===== src/hw/rtl/bpra_pkg.sv =====
// Shared constants, codes and controller/datapath types of the page-run allocator.
package bpra_pkg;

  localparam int NUM_PAGES = 65536;
  localparam int PAGE_W    = $clog2(NUM_PAGES);
  localparam int PE_W      = PAGE_W + 1;
  localparam int IDX_W     = 16;
  localparam int CNT_W     = 17;
  localparam int OP_W      = 3;
  localparam int WORD_W    = 64;
  localparam int WB        = $clog2(WORD_W);
  localparam int NWORDS    = NUM_PAGES / WORD_W;
  localparam int WA_W      = $clog2(NWORDS);
  localparam int POP_W     = WB + 1;
  localparam int SUM_W     = (PE_W > CNT_W + 1) ? PE_W + 1 : CNT_W + 2;

  localparam logic [CNT_W-1:0] COUNT_MAX = '1;

  localparam logic [OP_W-1:0] OP_ALLOC     = 3'd0;
  localparam logic [OP_W-1:0] OP_RELEASE   = 3'd1;
  localparam logic [OP_W-1:0] OP_LOCK      = 3'd2;
  localparam logic [OP_W-1:0] OP_MARK_FREE = 3'd3;
  localparam logic [OP_W-1:0] OP_MARK_USED = 3'd4;

  typedef enum logic [2:0] {
    WM_CHECK   = 3'd0,
    WM_SCAN    = 3'd1,
    WM_RELEASE = 3'd2,
    WM_LOCK    = 3'd3,
    WM_FREE    = 3'd4,
    WM_USED    = 3'd5
  } walk_mode_t;

  typedef enum logic [1:0] {
    RNG_HINT  = 2'd0,
    RNG_FULL  = 2'd1,
    RNG_ALLOC = 2'd2,
    RNG_ITEM  = 2'd3
  } range_sel_t;

  typedef struct packed {
    logic       clear;
    logic       load;
    logic       take_hint;
    logic       walk_start;
    logic       walk;
    walk_mode_t mode;
    range_sel_t rng;
    logic       set_fail;
    logic       finish;
  } ctl_cmd_t;

  typedef struct packed {
    logic            clear_last;
    logic [OP_W-1:0] op;
    logic            cnt_zero;
    logic            hint_fits;
    logic            item_empty;
    logic            done;
    logic            chk_fail;
    logic            scan_hit;
    logic            out_free;
  } dp_stat_t;

endpackage


===== src/hw/rtl/bpra_ctl.sv =====
// Controller state machine of the page-run allocator.
module bpra_ctl import bpra_pkg::*; (
  input  logic     clk,
  input  logic     rst_n,
  input  logic     in_valid,
  output logic     in_ready,
  input  dp_stat_t stat,
  output ctl_cmd_t cmd
);

  typedef enum logic [7:0] {
    S_CLEAR    = 8'b0000_0001,
    S_IDLE     = 8'b0000_0010,
    S_DISPATCH = 8'b0000_0100,
    S_HINT     = 8'b0000_1000,
    S_SCAN     = 8'b0001_0000,
    S_LOCKGO   = 8'b0010_0000,
    S_APPLY    = 8'b0100_0000,
    S_DONE     = 8'b1000_0000
  } state_t;

  state_t state_r, state_nxt;

  always_ff @(posedge clk) begin
    if (!rst_n) begin
      state_r <= S_CLEAR;
    end else begin
      state_r <= state_nxt;
    end
  end

  always_comb begin
    state_nxt      = state_r;
    cmd            = '0;
    cmd.mode       = WM_CHECK;
    cmd.rng        = RNG_HINT;
    in_ready       = 1'b0;
    unique case (state_r)
      S_CLEAR: begin
        cmd.clear = 1'b1;
        if (stat.clear_last) state_nxt = S_IDLE;
      end
      S_IDLE: begin
        in_ready = 1'b1;
        cmd.load = in_valid;
        if (in_valid) state_nxt = S_DISPATCH;
      end
      S_DISPATCH: begin
        case (stat.op) inside
          OP_ALLOC: begin
            if (stat.cnt_zero) begin
              cmd.take_hint = 1'b1;
              state_nxt     = S_DONE;
            end else if (stat.hint_fits) begin
              cmd.walk_start = 1'b1;
              cmd.mode       = WM_CHECK;
              cmd.rng        = RNG_HINT;
              state_nxt      = S_HINT;
            end else begin
              cmd.walk_start = 1'b1;
              cmd.mode       = WM_SCAN;
              cmd.rng        = RNG_FULL;
              state_nxt      = S_SCAN;
            end
          end
          OP_RELEASE, OP_LOCK, OP_MARK_FREE, OP_MARK_USED: begin
            if (stat.item_empty) begin
              state_nxt = S_DONE;
            end else begin
              cmd.walk_start = 1'b1;
              cmd.rng        = RNG_ITEM;
              case (stat.op)
                OP_RELEASE:   cmd.mode = WM_RELEASE;
                OP_LOCK:      cmd.mode = WM_LOCK;
                OP_MARK_FREE: cmd.mode = WM_FREE;
                default:      cmd.mode = WM_USED;
              endcase
              state_nxt = S_APPLY;
            end
          end
          default: state_nxt = S_DONE;
        endcase
      end
      S_HINT: begin
        cmd.walk = 1'b1;
        if (stat.done) begin
          if (stat.chk_fail) begin
            cmd.walk_start = 1'b1;
            cmd.mode       = WM_SCAN;
            cmd.rng        = RNG_FULL;
            state_nxt      = S_SCAN;
          end else begin
            cmd.take_hint = 1'b1;
            state_nxt     = S_LOCKGO;
          end
        end
      end
      S_SCAN: begin
        cmd.walk = 1'b1;
        if (stat.done) begin
          if (stat.scan_hit) begin
            state_nxt = S_LOCKGO;
          end else begin
            cmd.set_fail = 1'b1;
            state_nxt    = S_DONE;
          end
        end
      end
      S_LOCKGO: begin
        cmd.walk_start = 1'b1;
        cmd.mode       = WM_LOCK;
        cmd.rng        = RNG_ALLOC;
        state_nxt      = S_APPLY;
      end
      S_APPLY: begin
        cmd.walk = 1'b1;
        if (stat.done) state_nxt = S_DONE;
      end
      S_DONE: begin
        if (stat.out_free) begin
          cmd.finish = 1'b1;
          state_nxt  = S_IDLE;
        end
      end
      default: state_nxt = S_CLEAR;
    endcase
  end

endmodule


===== config.mk =====
export PLATFORM = sky130hd
export DESIGN_NAME = bpra_ctl
export DESIGN_NICKNAME = d
export VERILOG_FILES = /design/src/hw/rtl/bpra_pkg.sv /design/src/hw/rtl/bpra_ctl.sv
export SDC_FILE = /design/constraint.sdc
export NUM_CORES = 1
export LEC_CHECK = 0
export BUFFER_PORTS_ARGS = -buffer_cell sky130_fd_sc_hd__clkbuf_2
export CORE_MARGIN = 2
export CORE_UTILIZATION = 52
export CTS_CLUSTER_DIAMETER = 150
export DETAILED_ROUTE_END_ITERATION = 10
export HOLD_SLACK_MARGIN = 0.12
export PLACE_DENSITY = 0.94
export REMOVE_ABC_BUFFERS = 1
export SLEW_MARGIN = 0
export SYNTH_ARGS = -nofsm -noshare
export SYNTH_HDL_FRONTEND = slang
export SYNTH_SLANG_ARGS = --single-unit

===== constraint.sdc =====
create_clock -name clk -period 2.9 [get_ports clk]
set_clock_uncertainty 0.2 [all_clocks]
set_input_delay 0.58 -clock clk [delete_from_list [all_inputs] [get_ports clk]]
set_output_delay 0.58 -clock clk [all_outputs]
set_load 0.03 [all_outputs]

==> impl_metrics.csv <==
group,metric,value,unit
finish,antenna_cells,0,
synth,syn_area,779.5,µm²
setup_path,critPathLaunch,"state_r[3]",
clock_tree,cts_hold_buf,0,
die,core,0.001350,mm²
sta,finalSetupViolations,0,
clock_tree,tritoncts,"built",
synth,synth_compound_area_share,18.62,%
clock_tree,clk_latency,260,ps
synth,syn_inst,108,
global_route,grt_pass1_vias,901,
route,drc,0,
global_route,grt_pass1_wl,3.732,mm
synth,synth_xor_area_share,4.494,%
synth,synth_area_leader_cell,"dfxtp_1",
clock_tree,ctsResizeCount,0,
clock_tree,path_clk_slew,60,ps
pwr,p_leak,0.4254,nW
finish,reg_top3,"state_r (8)",
route,num_vias,983,
setup_path,worstReg2RegEnd,"state_r[1]",
synth,synth_top_area_share,20.55,%
synth,synth_area_leaders,"dfxtp_1, nor2_1, nand2_1",
synth,synthAdderAreaFrac,0,%
synth,yosysMostFrequentCell,"nor2_1",
setup_path,path_max_fanout,7,
synth,postSynthAreaPerCell,7.218,µm²
setup_path,rr_startpoint,"state_r[4]",
finish,largest_register,"state_r",
route,vias_per_cell,6.597,
clock_tree,cts_root_buf,"clkbuf_4",
synth,yosys-top-cells-count,"nor2_1, nand2_1, dfxtp_1",
clock_tree,cts_made_buffers,3,
sta,max_clock_freq,0.3639,GHz
route,wirelength,2.266,mm
global_route,grt_antenna_before_repair,0,
clock_tree,clock_path_buffers,2,
die,die-height,42.72,µm
synth,synth_flop_cell,"dfxtp_1",
synth,synth_top_family_by_area,"simple AND/OR/NAND/NOR gates",
global_route,grt_start_max_net_pins,11,
finish,drive_above_1_share,32.09,%
finish,nets,150,
finish,final_cells,149,
route,drt_iter0_drc,55,
finish,fillerInstances,112,
synth,synth.ff_latch_count,8,
sta,fin_ws,152.1,ps
setup_path,critPathKind,"flop to output port",
run,cap_violations,0,
pwr,ir_worst_vdd,0.3944,mV
sta,finalCritPeriodShare,94.75,%
die,start_util,57.74,%
route,post_drt_wl_per_cell,15.21,µm
global_route,grt_overflow,0,
pwr,powerDensity,528.7,mW/mm²
setup_path,cp-end-kind,"output port",
die,placementRows,13,
synth,synthMuxAreaShare,1.445,%
hold_path,min_path_cells,3,
die,die_w,42.72,µm
finish,largest_register_ff_count,8,
synth,ys_types,41,
sta,finalSetupTns,0,ps
placement,post_dp_cell_area,922.1,µm²
sta,finalHoldViolCount,0,
synth,synth_edf_count,0,
hold_path,hold_path_class,"input port to flop",
clock_tree,htree_levels,1,
sta,final-max-slew-violation-count,0,
sta,finalCriticalPeriod,2748,ps
route,drt.antenna.violating_nets,0,
status,outcome,"complete, no violations",
die,ios,27,
synth,ys_warn_count,0,
synth,synth_async_sr_flop_share,0,%
finish,syn_to_final_growth,23.60,%
finish,fin_area,963.4,µm²
synth,synth-simple-area-share,49.28,%
placement,place_ws,283.6,ps
setup_path,cp-start-kind,"flop",
die,design.die.area,0.001825,mm²
setup_path,cp.arrival,1970,ps
placement,gp_congestion,0.9932,
clock_tree,post_cts_buffers,0,
setup_path,worstPathRequired,2120,ps
sta,maxSlewHeadroom,72.16,%
setup_path,cp-endpoint,"cmd[9]",
synth,seq_area_frac_synth,20.55,%
placement,dp_hpwl,1.741,mm
setup_path,reg2regPathDepth,5,
clock_tree,clock_sinks,8,
placement,dp.cells,146,
route,first_pass_iters,4,
sta,tightest_slew,413.2,ps
placement,io_buffers,26,
setup_path,reg2reg_slack,790,ps
global_route,grt_usage,26.18,%
sta,rsz0062_at_grt,"no",
routing by layer:
layer	up-vias	part of all wire, %	wire length (µm)	global-route usage, %
li1	458	-	-	-
met5	-	0	0	0
met3	12	9.4	212	3.404
met4	0	2.3	53	12.50
met1	438	39	877	30.23
met2	75	50	1122	46.67
how the worst min path moves through the flow:
| stage | endpoint | startpoint |
|---|---|---|
| after floorplan | state_r[4] | state_r[4] |
| after global placement | state_r[4] | state_r[4] |
| after detailed placement | state_r[4] | state_r[4] |
| after CTS | state_r[3] | stat[5] |
| after global routing | state_r[1] | rst_n |
| final | state_r[3] | stat[5] |
cells by family after synthesis:
group	count (synthesis)
AND/OR/NAND/NOR	62
AO/OA/AOI/OAI	22
buffers and inverters	11
flip-flops	8
XOR/XNOR	4
multiplexers	1
area by class of cell:
| cell class | instances | area (µm²) | area share [%] |
|---|---|---|---|
| tap | 15 | 18.77 | 1.948 |
| clock buffer | 3 | 22.52 | 2.338 |
| inverter | 6 | 22.52 | 2.338 |
| sequential | 8 | 160.2 | 16.62 |
| timing repair buffer | 28 | 145.1 | 15.06 |
| multi-input combinational | 89 | 594.3 | 61.69 |
metrics by stage:
stage	utilization [%]	hold WS, ps	power [mW]
after floorplan	-	329.1	0.3380
after CTS	69.97	410.9	0.5017
final	71.36	422.4	0.5093
after detailed placement	68.30	406.8	0.4121
after global placement	68.30	371.6	0.4064
after global routing	71.36	430.3	0.5397
where the power goes:
group	total [mW]	internal [mW]	switching, mW
clock	0.0864	0.0474	0.0389
sequential	0.157	0.125	0.0318
combinational	0.266	0.108	0.158
cell usage in the layout, fill, tap and decap left out, types with 3 or more instances in the layout:
master and n:
a21oi_1 4, clkbuf_2 26, clkbuf_4 3, dfxtp_1 8, inv_1 6, nand2_1 10, nand3_1 4, nand4_1 4
nor2_1 12, nor3_1 6, nor4_1 4, o21ai_0 6
critical path: stages, from the launching register on:
cell and delay [ps]:
dfxtp_1 500, or4b_4 530, nor3_4 210, nand2_1 90, o22ai_1 140, clkbuf_2 230
(Power assumes the default switching activity.)
